**src/rtl/rbf_pkg.sv**
```systemverilog
// Shared types, constants and codes for the ring buffer FIFO.
package rbf_pkg;

    // Built capacity and entry width
    localparam int CAPACITY  = 16;
    localparam int DATA_BITS = 8;

    // Derived widths
    localparam int IDX_W  = (CAPACITY > 1) ? $clog2(CAPACITY) : 1;
    localparam int CNT_W  = $clog2(CAPACITY + 1);
    localparam int SIZE_W = 5;
    localparam int CFG_IDX_W = 1;

    // Marker returned when popping or removing from an empty queue
    localparam logic [DATA_BITS-1:0] EMPTY_MARK = DATA_BITS'(35);

    // Operation codes
    typedef enum logic [1:0] {
        FUNC_PUSH   = 2'd0,
        FUNC_POP    = 2'd1,
        FUNC_REMOVE = 2'd2,
        FUNC_FLUSH  = 2'd3
    } func_t;

    // Result status codes
    typedef enum logic [1:0] {
        STAT_OK          = 2'd0,
        STAT_EMPTY       = 2'd1,
        STAT_REFUSED     = 2'd2,
        STAT_OVERWRITTEN = 2'd3
    } status_t;

    // Configuration register indexes
    localparam logic [CFG_IDX_W-1:0] CFG_SIZE_IN_USE = 1'b0;
    localparam logic [CFG_IDX_W-1:0] CFG_OVERWRITE   = 1'b1;

    // Commands from the controller to the datapath
    typedef struct packed {
        logic load;   // capture the incoming command
        logic exec;   // update pointers, access storage, register result
    } dp_cmd_t;

endpackage

```
**src/rtl/ring_buffer_fifo_with_back_removal_top.sv**
```systemverilog
// Top level of the ring buffer FIFO with push, pop, remove-newest and flush.
//
// An operation runs as a sequence: start is taken while busy is low,
// the execute state updates the pointers and performs the single storage
// write or registered storage read, and the response state presents the
// result with result_valid high for exactly one cycle. The command capture
// register and the registered read port of the storage array lie between
// start and the result. busy is high from the cycle after a transfer
// until the result cycle ends, so no new operation starts before then. The
// receiver cannot stall: the result must be taken in the cycle that
// result_valid is high. Configuration writes are always accepted
// (cfg_ready is tied high) and should be made only while the block is idle.
module ring_buffer_fifo_with_back_removal_top (
    input  logic                            clk,
    input  logic                            rst_n,
    input  logic                            start,
    output logic                            busy,
    input  logic [1:0]                      func,
    input  logic [rbf_pkg::DATA_BITS-1:0]   data_in,
    output logic                            result_valid,
    output logic [rbf_pkg::DATA_BITS-1:0]   data_out,
    output logic [1:0]                      status,
    output logic [rbf_pkg::CNT_W-1:0]       count_after,
    output logic                            is_empty,
    output logic                            is_full,
    input  logic                            cfg_valid,
    output logic                            cfg_ready,
    input  logic [rbf_pkg::CFG_IDX_W-1:0]   cfg_index,
    input  logic [rbf_pkg::SIZE_W-1:0]      cfg_data
);

    rbf_pkg::dp_cmd_t cmd;

    assign cfg_ready = 1'b1;

    // Sequencer
    rbf_ctrl u_ctrl (
        .clk          (clk),
        .rst_n        (rst_n),
        .start        (start),
        .busy         (busy),
        .result_valid (result_valid),
        .cmd          (cmd)
    );

    // Storage and pointers
    rbf_dpath u_dpath (
        .clk         (clk),
        .rst_n       (rst_n),
        .cmd         (cmd),
        .func        (func),
        .data_in     (data_in),
        .cfg_we      (cfg_valid & cfg_ready),
        .cfg_index   (cfg_index),
        .cfg_data    (cfg_data),
        .data_out    (data_out),
        .status      (status),
        .count_after (count_after),
        .is_empty    (is_empty),
        .is_full     (is_full)
    );

endmodule

```
**src/rtl/rbf_ctrl.sv**
```systemverilog
// Sequencing state machine for the ring buffer FIFO.
module rbf_ctrl (
    input  logic             clk,
    input  logic             rst_n,
    input  logic             start,
    output logic             busy,
    output logic             result_valid,
    output rbf_pkg::dp_cmd_t cmd
);

    typedef enum logic [2:0] {
        ST_IDLE = 3'b001,
        ST_EXEC = 3'b010,
        ST_RESP = 3'b100
    } state_t;

    state_t state_reg;
    state_t state_next;

    // State register
    always_ff @(posedge clk or negedge rst_n)
    begin
        if (!rst_n)
        begin
            state_reg <= ST_IDLE;
        end
        else
        begin
            state_reg <= state_next;
        end
    end

    // Next state and datapath commands
    always_comb
    begin
        state_next = state_reg;
        cmd.load   = 1'b0;
        cmd.exec   = 1'b0;
        case (state_reg)
            ST_IDLE:
            begin
                if (start)
                begin
                    cmd.load   = 1'b1;
                    state_next = ST_EXEC;
                end
            end
            ST_EXEC:
            begin
                cmd.exec   = 1'b1;
                state_next = ST_RESP;
            end
            ST_RESP:
            begin
                state_next = ST_IDLE;
            end
            default:
            begin
                state_next = ST_IDLE;
            end
        endcase
    end

    assign busy         = (state_reg != ST_IDLE);
    assign result_valid = (state_reg == ST_RESP);

endmodule

```
**src/rtl/rbf_dpath.sv**
```systemverilog
// Storage, pointers, configuration registers and result registers of the FIFO.
module rbf_dpath (
    input  logic                                 clk,
    input  logic                                 rst_n,
    input  rbf_pkg::dp_cmd_t                     cmd,
    input  logic [1:0]                           func,
    input  logic [rbf_pkg::DATA_BITS-1:0]        data_in,
    input  logic                                 cfg_we,
    input  logic [rbf_pkg::CFG_IDX_W-1:0]        cfg_index,
    input  logic [rbf_pkg::SIZE_W-1:0]           cfg_data,
    output logic [rbf_pkg::DATA_BITS-1:0]        data_out,
    output logic [1:0]                           status,
    output logic [rbf_pkg::CNT_W-1:0]            count_after,
    output logic                                 is_empty,
    output logic                                 is_full
);

    typedef enum logic [1:0] {
        SEL_ZERO = 2'd0,
        SEL_MARK = 2'd1,
        SEL_MEM  = 2'd2
    } dsel_t;

    // Advance an index by one, wrapping at the ring size
    function automatic logic [rbf_pkg::IDX_W-1:0] advance(
        input logic [rbf_pkg::IDX_W-1:0] idx,
        input logic [rbf_pkg::CNT_W-1:0] sz
    );
        logic [rbf_pkg::IDX_W:0] nxt;
        nxt = {1'b0, idx} + 1'b1;
        if (32'(nxt) >= 32'(sz))
        begin
            return '0;
        end
        return nxt[rbf_pkg::IDX_W-1:0];
    endfunction

    // Configuration registers
    logic [rbf_pkg::SIZE_W-1:0]    size_reg;
    logic                          ovw_reg;

    // Queue state
    logic [rbf_pkg::IDX_W-1:0]     head_reg, head_next;
    logic [rbf_pkg::IDX_W-1:0]     tail_reg, tail_next;
    logic [rbf_pkg::CNT_W-1:0]     count_reg, count_next;

    // Captured command
    rbf_pkg::func_t                op_reg;
    logic [rbf_pkg::DATA_BITS-1:0] opdata_reg;

    // Result registers
    dsel_t                         sel_reg, sel_next;
    rbf_pkg::status_t              stat_reg, stat_next;
    logic [rbf_pkg::CNT_W-1:0]     cnt_out_reg;
    logic                          empty_reg, full_reg;

    // Storage
    logic [rbf_pkg::DATA_BITS-1:0] mem [rbf_pkg::CAPACITY];
    logic [rbf_pkg::DATA_BITS-1:0] rd_data_reg;
    logic                          mem_we;
    logic [rbf_pkg::IDX_W-1:0]     rd_addr;

    logic [rbf_pkg::CNT_W-1:0]     sz;
    logic                          q_full, q_empty;
    logic [rbf_pkg::IDX_W-1:0]     tail_back;

    // Effective ring size: zero acts as one, oversize acts as capacity
    always_comb
    begin
        if (size_reg == '0)
        begin
            sz = rbf_pkg::CNT_W'(1);
        end
        else if (32'(size_reg) > 32'(rbf_pkg::CAPACITY))
        begin
            sz = rbf_pkg::CNT_W'(rbf_pkg::CAPACITY);
        end
        else
        begin
            sz = rbf_pkg::CNT_W'(size_reg);
        end
    end

    assign q_full    = (count_reg >= sz);
    assign q_empty   = (count_reg == '0);
    assign tail_back = (tail_reg == '0) ? rbf_pkg::IDX_W'(sz - 1'b1)
                                        : (tail_reg - 1'b1);

    // Operation decode: pointer, count and result updates
    always_comb
    begin
        head_next  = head_reg;
        tail_next  = tail_reg;
        count_next = count_reg;
        stat_next  = rbf_pkg::STAT_OK;
        sel_next   = SEL_ZERO;
        mem_we     = 1'b0;
        rd_addr    = head_reg;
        case (op_reg)
            rbf_pkg::FUNC_PUSH:
            begin
                if (q_full)
                begin
                    if (ovw_reg)
                    begin
                        mem_we    = cmd.exec;
                        tail_next = advance(tail_reg, sz);
                        head_next = advance(head_reg, sz);
                        stat_next = rbf_pkg::STAT_OVERWRITTEN;
                    end
                    else
                    begin
                        stat_next = rbf_pkg::STAT_REFUSED;
                    end
                end
                else
                begin
                    mem_we     = cmd.exec;
                    tail_next  = advance(tail_reg, sz);
                    count_next = count_reg + 1'b1;
                end
            end
            rbf_pkg::FUNC_POP:
            begin
                if (q_empty)
                begin
                    stat_next = rbf_pkg::STAT_EMPTY;
                    sel_next  = SEL_MARK;
                end
                else
                begin
                    sel_next   = SEL_MEM;
                    rd_addr    = head_reg;
                    head_next  = advance(head_reg, sz);
                    count_next = count_reg - 1'b1;
                end
            end
            rbf_pkg::FUNC_REMOVE:
            begin
                if (q_empty)
                begin
                    stat_next = rbf_pkg::STAT_EMPTY;
                    sel_next  = SEL_MARK;
                end
                else
                begin
                    sel_next   = SEL_MEM;
                    rd_addr    = tail_back;
                    tail_next  = tail_back;
                    count_next = count_reg - 1'b1;
                end
            end
            rbf_pkg::FUNC_FLUSH:
            begin
                head_next  = tail_reg;
                count_next = '0;
            end
            default:
            begin
                head_next = head_reg;
            end
        endcase
    end

    // Configuration writes
    always_ff @(posedge clk or negedge rst_n)
    begin
        if (!rst_n)
        begin
            size_reg <= rbf_pkg::SIZE_W'(rbf_pkg::CAPACITY);
            ovw_reg  <= 1'b0;
        end
        else if (cfg_we)
        begin
            case (cfg_index)
                rbf_pkg::CFG_SIZE_IN_USE: size_reg <= cfg_data;
                rbf_pkg::CFG_OVERWRITE:   ovw_reg  <= cfg_data[0];
                default:                  ovw_reg  <= ovw_reg;
            endcase
        end
    end

    // Queue pointers and count
    always_ff @(posedge clk or negedge rst_n)
    begin
        if (!rst_n)
        begin
            head_reg  <= '0;
            tail_reg  <= '0;
            count_reg <= '0;
        end
        else if (cmd.exec)
        begin
            head_reg  <= head_next;
            tail_reg  <= tail_next;
            count_reg <= count_next;
        end
    end

    // Command capture
    always_ff @(posedge clk)
    begin
        if (cmd.load)
        begin
            op_reg     <= rbf_pkg::func_t'(func);
            opdata_reg <= data_in;
        end
    end

    // Result registers
    always_ff @(posedge clk)
    begin
        if (cmd.exec)
        begin
            sel_reg     <= sel_next;
            stat_reg    <= stat_next;
            cnt_out_reg <= count_next;
            empty_reg   <= (count_next == '0);
            full_reg    <= (count_next >= sz);
        end
    end

    // Storage array, one write or one registered read per operation
    always_ff @(posedge clk)
    begin
        if (mem_we)
        begin
            mem[tail_reg] <= opdata_reg;
        end
        if (cmd.exec)
        begin
            rd_data_reg <= mem[rd_addr];
        end
    end

    // Result data select
    always_comb
    begin
        case (sel_reg)
            SEL_MARK: data_out = rbf_pkg::EMPTY_MARK;
            SEL_MEM:  data_out = rd_data_reg;
            default:  data_out = '0;
        endcase
    end

    assign status      = stat_reg;
    assign count_after = cnt_out_reg;
    assign is_empty    = empty_reg;
    assign is_full     = full_reg;

endmodule

```
**config.mk**
```make
export PLATFORM = sky130hd
export DESIGN_NAME = ring_buffer_fifo_with_back_removal_top
export DESIGN_NICKNAME = d
export VERILOG_FILES = /design/src/rtl/rbf_pkg.sv /design/src/rtl/ring_buffer_fifo_with_back_removal_top.sv /design/src/rtl/rbf_ctrl.sv /design/src/rtl/rbf_dpath.sv
export SDC_FILE = /design/constraint.sdc
export NUM_CORES = 1
export LEC_CHECK = 0
export BUFFER_PORTS_ARGS = -buffer_cell sky130_fd_sc_hd__buf_2
export CELL_PAD_IN_SITES_DETAIL_PLACEMENT = 1
export CELL_PAD_IN_SITES_GLOBAL_PLACEMENT = 2
export CORE_MARGIN = 2
export CORE_UTILIZATION = 45
export CTS_BUF_LIST = sky130_fd_sc_hd__clkbuf_2
export CTS_CLUSTER_SIZE = 28
export DETAILED_ROUTE_END_ITERATION = 16
export GPL_ROUTABILITY_DRIVEN = 0
export PLACE_DENSITY = 0.89
export REMOVE_ABC_BUFFERS = 1
export SETUP_SLACK_MARGIN = 0.4
export SLEW_MARGIN = 5
export SYNTH_ARGS = -nofsm -noshare
export SYNTH_HDL_FRONTEND = slang
export SYNTH_SLANG_ARGS = --single-unit
export TNS_END_PERCENT = 10
```
**constraint.sdc**
```tcl
create_clock -name clk -period 6.8 [get_ports clk]
set_clock_uncertainty 0.1 [all_clocks]
set_input_delay 0.68 -clock clk [delete_from_list [all_inputs] [get_ports clk]]
set_output_delay 0.68 -clock clk [all_outputs]
set_load 0.03 [all_outputs]
```
* After elaboration in Yosys (flattened, before gate mapping)
Memories as Yosys holds them, arrays and structs flattened. A register that Yosys moved wholly into a read port is not among the register bits.
Index checks and enable logic that the tools add are counted.
** Word-level totals
- RAM bits :: 128
- Input port bits :: 20
- Memories kept :: 1
- Register bits :: 43
- Word-level logic and storage cells :: 103
- ROM bits :: 0
- Output and inout port bits :: 20
- Latch bits :: 0
** Cells by class
- Reductions and logical operators :: 12
- Div/mod/pow operators :: 0
- Mux-type cells :: 50
- Shift-type cells :: 0
- Add/subtract/negate cells :: 6
- $lt $le $gt $ge :: 5
- Bitwise gates (word level) :: 1
- Multiply operators :: 0
- Equality and inequality tests :: 15
** Memory list
- u_dpath.mem :: words 16, bits a word 8, rd ports 1, clocked after Yosys merged registers in 1, wr ports 1, line rbf_dpath.sv:58 : logic [rbf_pkg::DATA_BITS-1:0] mem [rbf_pkg::CAPACITY];
** Operators with widths (number)
- $mux 4 :: 15
- $mux 1 :: 22
- $ge 5x5->1 :: 4
- $mux 5 :: 4
- $pmux 8 s2 :: 1
- $logic_not 5->1 :: 3
- $pmux 5 s3 :: 1
- $pmux 4 s3 :: 1
- $add 4x1->5 const B :: 2
- $pmux 4 s2 :: 1
- $sub 4x1->4 const B :: 2
- $eq 2x2->1 const B :: 3
- $ne 2x2->1 const B :: 3
- $pmux 3 s2 :: 1
- $add 5x1->5 const B :: 1
- $gt 5x5->1 const B :: 1
- $reduce_and 5->1 :: 1
- $sub 5x1->5 const B :: 1
- $eq 2x1->1 const B :: 2
- $logic_not 4->1 :: 1
- $mux 2 :: 2
- $ne 2x1->1 const B :: 2
- $pmux 2 s2 :: 1
- $reduce_and 2->1 :: 2
- other kinds (12) :: 12

* Logic depth before layout (Yosys ltp)
Gate-level depths: netlist of run 1.
- Depth in word-level cells :: 12
- Depth in mapped cells :: 16
- Mapped depth without buffers :: 16

* Cells and area by module
From an unflattened synthesis of run 1, not the netlist that was laid out.
** Second synthesis, totals
- Cells, all modules :: 648
- Area total of the unflattened synthesis :: 8575.7 µm²
** By module, submodules not included
- rbf_dpath :: times used 1, cells an instance 636, area an instance 8428.1 µm², sequential area each 5191.2 µm²
- rbf_ctrl :: times used 1, cells an instance 10, area an instance 136.4 µm², sequential area each 76.3 µm²
- ring_buffer_fifo_with_back_removal_top :: times used 1, cells an instance 2, area an instance 11.3 µm², sequential area each 0.0 µm²

* Worst setup path before layout of run 1
Ideal clock, no wire load.
- Kind :: register -> register
- Start :: reg u_dpath.tail_reg[0] in the netlist's numbering
- End :: reg u_dpath.rd_data_reg[1] in the netlist's numbering, read port of u_dpath.mem, data pin
- Path buffers :: 2
- Library setup time :: 0.289 ns
- Arrival :: 3.443 ns
- Path slack :: 2.968 ns
- Cell stages (with the launch flop) :: 15
- Period minus slack after synthesis :: 3.832 ns
- Required time :: 6.411 ns
- Cells stage by stage :: dfrtp_1 -> inv_1 -> ha_1 -> nor3b_4 -> o211a_1 -> clkbuf_1 -> a21oi_1 -> ha_1 -> clkbuf_1 -> inv_1 -> nor3_1 -> nor2_2 -> a211oi_1 -> a311o_1 -> a32oi_1
** On the way
- Word-level cells in the longest chain between the ends :: 4
- Elaborated cells on any way between the ends :: 5
- Those cells by class :: add/sub: 1; mux: 3; reduce/logical: 1
** RTL lines
- from (decl) :: line rbf_dpath.sv:44 : logic [rbf_pkg::IDX_W-1:0] tail_reg, tail_next;
- from (signal assigned) :: line rbf_dpath.sv:195 : tail_reg <= tail_next;
- $sub 4x1->4 or $logic_not 4->1 (tied branches) :: line rbf_dpath.sv:87, rbf_dpath.sv:86
- $mux 4 (*) :: line rbf_dpath.sv:86 : assign tail_back = (tail_reg == '0) ? rbf_pkg::IDX_W'(sz - 1'b1)
- $mux 4 (*) :: line rbf_dpath.sv:140 : if (q_empty)
- $mux 4 (*)
- to (decl) :: line rbf_dpath.sv:59 : logic [rbf_pkg::DATA_BITS-1:0] rd_data_reg;
Every way passes the cells marked *; elsewhere a longest branch is shown, timed or not.
A chain may end at the register's enable or synchronous reset.

* Final worst setup path of run 1
- Start :: reg u_dpath.tail_reg[0] in the netlist's numbering
- End :: reg u_dpath.rd_data_reg[5] in the netlist's numbering, read port of u_dpath.mem, data pin
Same word-level chain as after synthesis.

==> out/results.txt, run 1 <==
status: finished, final reports clean
Int Power: 2.33 mW
Post-Route WL: 27300 microns
final worst path period share: 0.680
share of layout cells above drive strength 1: 0.140
synthesized area: 9430 sq um
final layout net count: 905
Critical Path Sink Type: register
Leak: 3.66 nW
RSZ-0062 raised after global routing: false
Post-Synthesis Cells: 819
final worst path period need: 4620 ps
most frequent cells after synthesis: edfxtp_1 (157), nand2_1 (94), a21oi_1 (41), nand3_1 (40)
Flop pwr share: 0.351
Die H: 149 microns
top-count cell post-synth: edfxtp_1
vias in the first global route: 7352
Util after Layout: 0.503
fin. max-slew vios: 0
max cap viols: 0
number of cell rows: 52
area grow syn2layout: 8.89%
Clock Power Share: 0.129
data arrival time of the worst path: 5170 ps
area leader, netlist: edfxtp_1
logic gate share of total power: 0.520
full die area: 22100 sq um
CP startpoint kind: register
CTS tree: built
Seq/Total Area, Yosys: 0.559
CTS HTree Levels: 4
first-pass GRT wire length: 42300 microns
initial core utilization: 0.462
vias per cell: 6.30
PostCTS Resize Cnt: 0
core area: 20400 sq um
CTS Buf Count: 17
worst skew pair latency: 790 ps
Cell variety after synth: 71
VDD IR max: 0.000277 V
grt ovf: 0
FFs w/ async S/R, synth: 0.123
Req. time, crit path: 7350 ps
post-detailed-route count of antenna-violating nets: 0
dpl hpwl: 18400 microns
pwr/cell area: 435 nW/um^2
initial antenna violation count: 1
CTS max path bufs: 2
switch share: 0.479
# IOs: 40
max reg flops: 128
Psw: 2.14 mW
DR vias: 7159
Seq cells post-synth: 179
synth top area cells: edfxtp_1 (50%), dfrtp_1 (5.3%), ha_1 (4.5%), nand2_1 (3.7%), a311oi_1 (3.3%)
DR WL/cell: 24.0 microns
worst hold path class: input pin to register
Port Buffers: 38
clock sinks: 179
relative slew slack: 0.236
gr usage total: 0.254
worst slew pin tran: 1140 ps
number of synthesized flops with an enable pin: 157
First DRT Iteration DRCs: 571
final setup vio count: 0
Root Buffer Master: clkbuf_2
Residual DRC: 0
Setup TNS: 0 ps
ys flop type: edfxtp_1
1st-pass router iterations: 5
post-synthesis average cell area: 11.5 sq um
Setup CP Type: register to register
clk slew on worst S/H paths: 290 ps
Die Width: 149 microns
largest net degree at the start of global routing: 55
Final Hold Viols: 0
Fmax: 0.216 GHz
worst-path fanout max: 54
YS warnings: 0
share of the synthesized area in the top cell type: 0.500
layer usage:
metal | track usage | vias to the layer above | wire [microns]
met4 | 0.0990 | 0 | 749
met1 | 0.349 | 3654 | 11900
li1 | - | 3214 | -
met5 | 0 | - | 0
met2 | 0.414 | 249 | 13300
met3 | 0.0321 | 42 | 1330
worst paths after layout:
path                                     startpoint                     end  slack (ps)  cells after the start
max in group asynchronous                     rst_n     u_dpath.size_reg[4]        5910                      2
min in group asynchronous                     rst_n    u_dpath.count_reg[0]         260                      2
worst max-delay path            u_dpath.tail_reg[0]  u_dpath.rd_data_reg[5]        2180                     12
worst min register to register  u_ctrl.state_reg[2]     u_ctrl.state_reg[2]         440                      1
worst min-delay path                      cfg_index         u_dpath.ovw_reg         130                      3
worst max register to register  u_dpath.tail_reg[0]  u_dpath.rd_data_reg[5]        2180                     12
power by group through the flow:
stage | Clock [mW] | Sequential (mW) | Combinational (mW)
final | 0.578 | 1.57 | 2.32
after floorplan | 0 | 1.54 | 1.56
after global routing | 0.629 | 1.59 | 2.51
after detailed placement | 0 | 1.59 | 2.28
after CTS | 0.590 | 1.56 | 2.29
after global placement | 0 | 1.58 | 2.17
cells in the final DEF (no fill, tap or decap), types with 21 or more instances in the layout:
cell type,n
a31oi_1,22
o211ai_1,21
mux2i_1,25
ha_1,33
edfxtp_1,157
a211oi_1,30
nand3_1,40
a311oi_1,35
nor2_1,36
a21oi_1,41
buf_2,38
o21ai_0,28
nand2b_1,31
nand2_1,94
cell families after synthesis:
| kind of cell | after synthesis | synth area share |
|---|---|---|
| fa+ha+maj | 34 | 0.0451 |
| buf+inv | 76 | 0.0338 |
| xor+xnor | 7 | 0.00650 |
| compound gates | 219 | 0.166 |
| simple gates | 263 | 0.143 |
| other cells | 1 | 0.000398 |
| mux | 40 | 0.0468 |
| flops | 179 | 0.559 |
repair_timing:
| item | in CTS | in global routing |
|---|---|---|
| setup endpoints to repair | 0 | 0 |
| endpoints found under the hold margin | 37 | 0 |
| setup buffers | 0 | 0 |
| hold buffers | 17 | 0 |
area by class of cell:
cell class,count,area (sq um)
tap,270,338
inverter,22,82.6
multi-input combinational,564,3860
clock inverter,15,180
timing repair buffer,67,450
fill,2180,10200
antenna,2,5.00
sequential,179,5270
clock buffer,17,85.1
worst max-delay path: stages, from the launching register on:
cell	delay [ps]
dfrtp_1	570
inv_1	190
ha_1	340
nor3b_4	330
o211a_1	490
a21oi_1	130
ha_1	300
buf_4	410
nand3_1	550
a21boi_0	420
a211oi_1	110
a311o_1	350
a32oi_1	190
metrics by stage:
stage                     cell area (sq um)  power, mW  hold WS (ps)  instances  setup slack (ps)
final                                 10300       4.47           129       1136              2180
after floorplan                        9200       3.10           284        765              2210
after global routing                  10300       4.73          81.3       1136              1830
after detailed placement               9830       3.86           412       1085              2250
after CTS                             10300       4.44          58.9       1134              2170
after global placement                 9830       3.74           378       1085              2480
No activity file was read; power rests on OpenSTA's default activity.
==> run 2: changes to the inputs <==
ABC_AREA = 1   (was unset)
CORE_UTILIZATION = 38   (was 45)
PLACE_DENSITY = 0.84   (was 0.89)
clock period = 4.2 ns   (was 6.8 ns; I/O delays follow)
==> out/results.txt, run 2 <==
status: finished, final reports clean
Final WS setup: 667 ps (-1510 ps)
DP Worst Slack: 619 ps (-1630 ps)
Die Width: 157 microns (+5.4%)
worst skew pair latency: 790 ps (about the same)
gr usage total: 0.208 (-0.0458)
number of synthesized flops with an enable pin: 157 (unchanged)
YS warnings: 0 (unchanged)
initial antenna violation count: 1 (unchanged)
Die H: 157 microns (+5.4%)
area leader, netlist: edfxtp_1
largest net degree at the start of global routing: 65 (+18%)
share of the synthesized area in the top cell type: 0.531 (+0.0310)
Port Buffers: 38 (unchanged)
Seq/Total Area, Yosys: 0.593 (+0.0346)
logic gate share of total power: 0.442 (-0.078)
FFs w/ async S/R, synth: 0.123 (unchanged)
data arrival time of the worst path: 3850 ps (-1320 ps)
CTS max path bufs: 2 (unchanged)
dpl hpwl: 16200 microns (-12%)
Setup CP Type: register to register
non-filler cells in the finished layout: 1272 (+12%)
Util after Layout: 0.435 (-0.0675)
most common cell after layout, fill and taps aside: inv_1
max cap viols: 0 (unchanged)
initial core utilization: 0.390 (-0.0718)
ys flop type: edfxtp_1
Critical Path Sink Type: register
number of cell rows: 55 (+5.8%)
First DRT Iteration DRCs: 433 (-24%)
DR vias: 6330 (-12%)
1st-pass router iterations: 4 (-1)
DR WL/cell: 18.9 microns (-21%)
final non-filler cell area: 9910 sq um (-3.5%)
most frequent cells in the layout: inv_1 (162), nand3_1 (161), nand2_1 (158)
worst hold path class: input pin to register
worst-path fanout max: 8 (-85%)
CP startpoint kind: register
Root Buffer Master: clkbuf_2
post-detailed-route count of antenna-violating nets: 0 (unchanged)
first-pass GRT wire length: 38100 microns (-10%)
fin. max-slew vios: 0 (unchanged)
worst slew pin tran: 1050 ps (-84.5 ps)
placed inst area: 9340 sq um (-5.0%)
area grow syn2layout: 11.6%
top-count cell post-synth: inv_1
full die area: 24600 sq um (+11%)
Int Power: 3.44 mW (+48%)
Req. time, crit path: 4520 ps (-2830 ps)
vias in the first global route: 6666 (-9.3%)
final setup vio count: 0 (unchanged)
Flop pwr share: 0.391 (+0.040)
max reg flops: 128 (unchanged)
Post-CTS Setup Repair Bufs: 0 (unchanged)
Cell variety after synth: 38 (-46%)
Clock Power Share: 0.167 (+0.038)
share of layout cells above drive strength 1: 0.113 (-0.0273)
Fmax: 0.283 GHz (+31%)
final worst path period need: 3530 ps (-1090 ps)
Psw: 2.82 mW (+32%)
final worst path period share: 0.841 (+0.162)
CTS tree: built
synthesized area: 8880 sq um (-5.8%)
synth top area cells: edfxtp_1 (53%), nand3_1 (9.1%), inv_1 (6.8%), nand2_1 (6.7%), dfrtp_1 (5.6%)
Final Hold Viols: 0 (unchanged)
CTS Buf Count: 17 (unchanged)
most frequent cells after synthesis: inv_1 (162), nand3_1 (161), nand2_1 (158), edfxtp_1 (157), ha_1 (34)
RSZ-0062 raised after global routing: true
CTS HTree Levels: 4 (unchanged)
placed cells: 1213 (+12%)
core area: 22800 sq um (+11%)
Post-Synthesis Cells: 883 (+7.8%)
# IOs: 40 (unchanged)
Leak: 4.30 nW (+17%)
pwr/cell area: 632 nW/um^2 (+45%)
hold slack: 58.4 ps (-70.3 ps)
switch share: 0.450 (-0.0289)
clk slew on worst S/H paths: 280 ps (about the same)
post-synthesis average cell area: 10.1 sq um (-13%)
Final Power: 6.26 mW (+40%)
relative slew slack: 0.295 (+0.0588)
final layout net count: 999 (+10%)
Setup TNS: 0 ps (unchanged)
clock sinks: 179 (unchanged)
Residual DRC: 0 (unchanged)
Seq cells post-synth: 179 (unchanged)
Post-Route WL: 24100 microns (-12%)
VDD IR max: 0.000257 V (-7.4%)
vias per cell: 4.98 (-21%)
grt ovf: 0 (unchanged)
run 2: changes by cell type in the layout (fill, tap and decap cells not counted), sizes merged, moves of 15 or more:
| cell | delta |
|---|---|
| a211oi | -30 |
| a21oi | -30 |
| a311oi | -35 |
| a31oi | -22 |
| and3 | -15 |
| inv | +144 |
| mux2i | -25 |
| nand2 | +68 |
| nand2b | -31 |
| nand3 | +125 |
| nand3b | +31 |
| o211ai | -21 |
run 2: cell type report:
cell class              count  area, sq um
flip-flops and latches    179         5270
multi-input cells         502         2770
repair buffers             76          541
clock inverters            15          219
fillers                  2610        12900
diodes                      1         2.50
well taps                 313          392
clock buffers              17         85.1
inverters                 169          634
run 2: critical path: stages (launching register included):
cell	delay (ps)
dfstp_2	600
inv_2	80
nand2_1	250
ha_1	310
nand2_1	80
inv_1	40
nand4_1	80
nand3_1	160
inv_1	150
nor2_1	50
nor3_1	330
nand2_1	290
nor2_1	660
run 2: power groups by stage:
stage	registers [mW]	logic, mW	clock network (mW)
floorplan	2.41	1.85	0
global placement	2.49	2.72	0
detailed placement	2.50	2.75	0
CTS	2.46	2.79	1.07
global route	2.47	3.13	1.14
finish	2.45	2.77	1.04
run 2: cell families after synthesis:
family	Yosys count	synth area share
AND/OR/NAND/NOR	402	0.217
adder cells (fa/ha/maj)	34	0.0479
other	1	0.000422
AO/OA/AOI/OAI	54	0.0344
XOR/XNOR	8	0.00789
multiplexers	3	0.00380
buffers and inverters	202	0.0951
flip-flops	179	0.593
run 2: final timing paths:
check                                          from              endpoint  slack [ps]  depth (start not counted)
worst max-delay path            u_dpath.size_reg[4]    u_dpath.mem[14][7]         670                         12
worst min-delay path                      cfg_valid   u_dpath.size_reg[3]          60                          3
worst max register to register  u_dpath.size_reg[4]    u_dpath.mem[14][7]         670                         12
worst min register to register  u_ctrl.state_reg[2]   u_ctrl.state_reg[1]         490                          3
max in group asynchronous                     rst_n  u_dpath.count_reg[3]        2040                          4
min in group asynchronous                     rst_n   u_ctrl.state_reg[0]         550                          3
run 2: what timing repair did:
item / CTS / global route
hold buffers: 26 / 0
setup endpoints to repair: 0 / 47
resized for setup: 0 / 1
hold endpoints to repair: 39 / 0
run 2: metal layers:
| layer | global-route usage | routed length, microns |
|---|---|---|
| met2 | 0.347 | 11900 |
| met1 | 0.278 | 10900 |
| met4 | 0.0786 | 653 |
| met3 | 0.0260 | 667 |
| met5 | 0 | 0 |
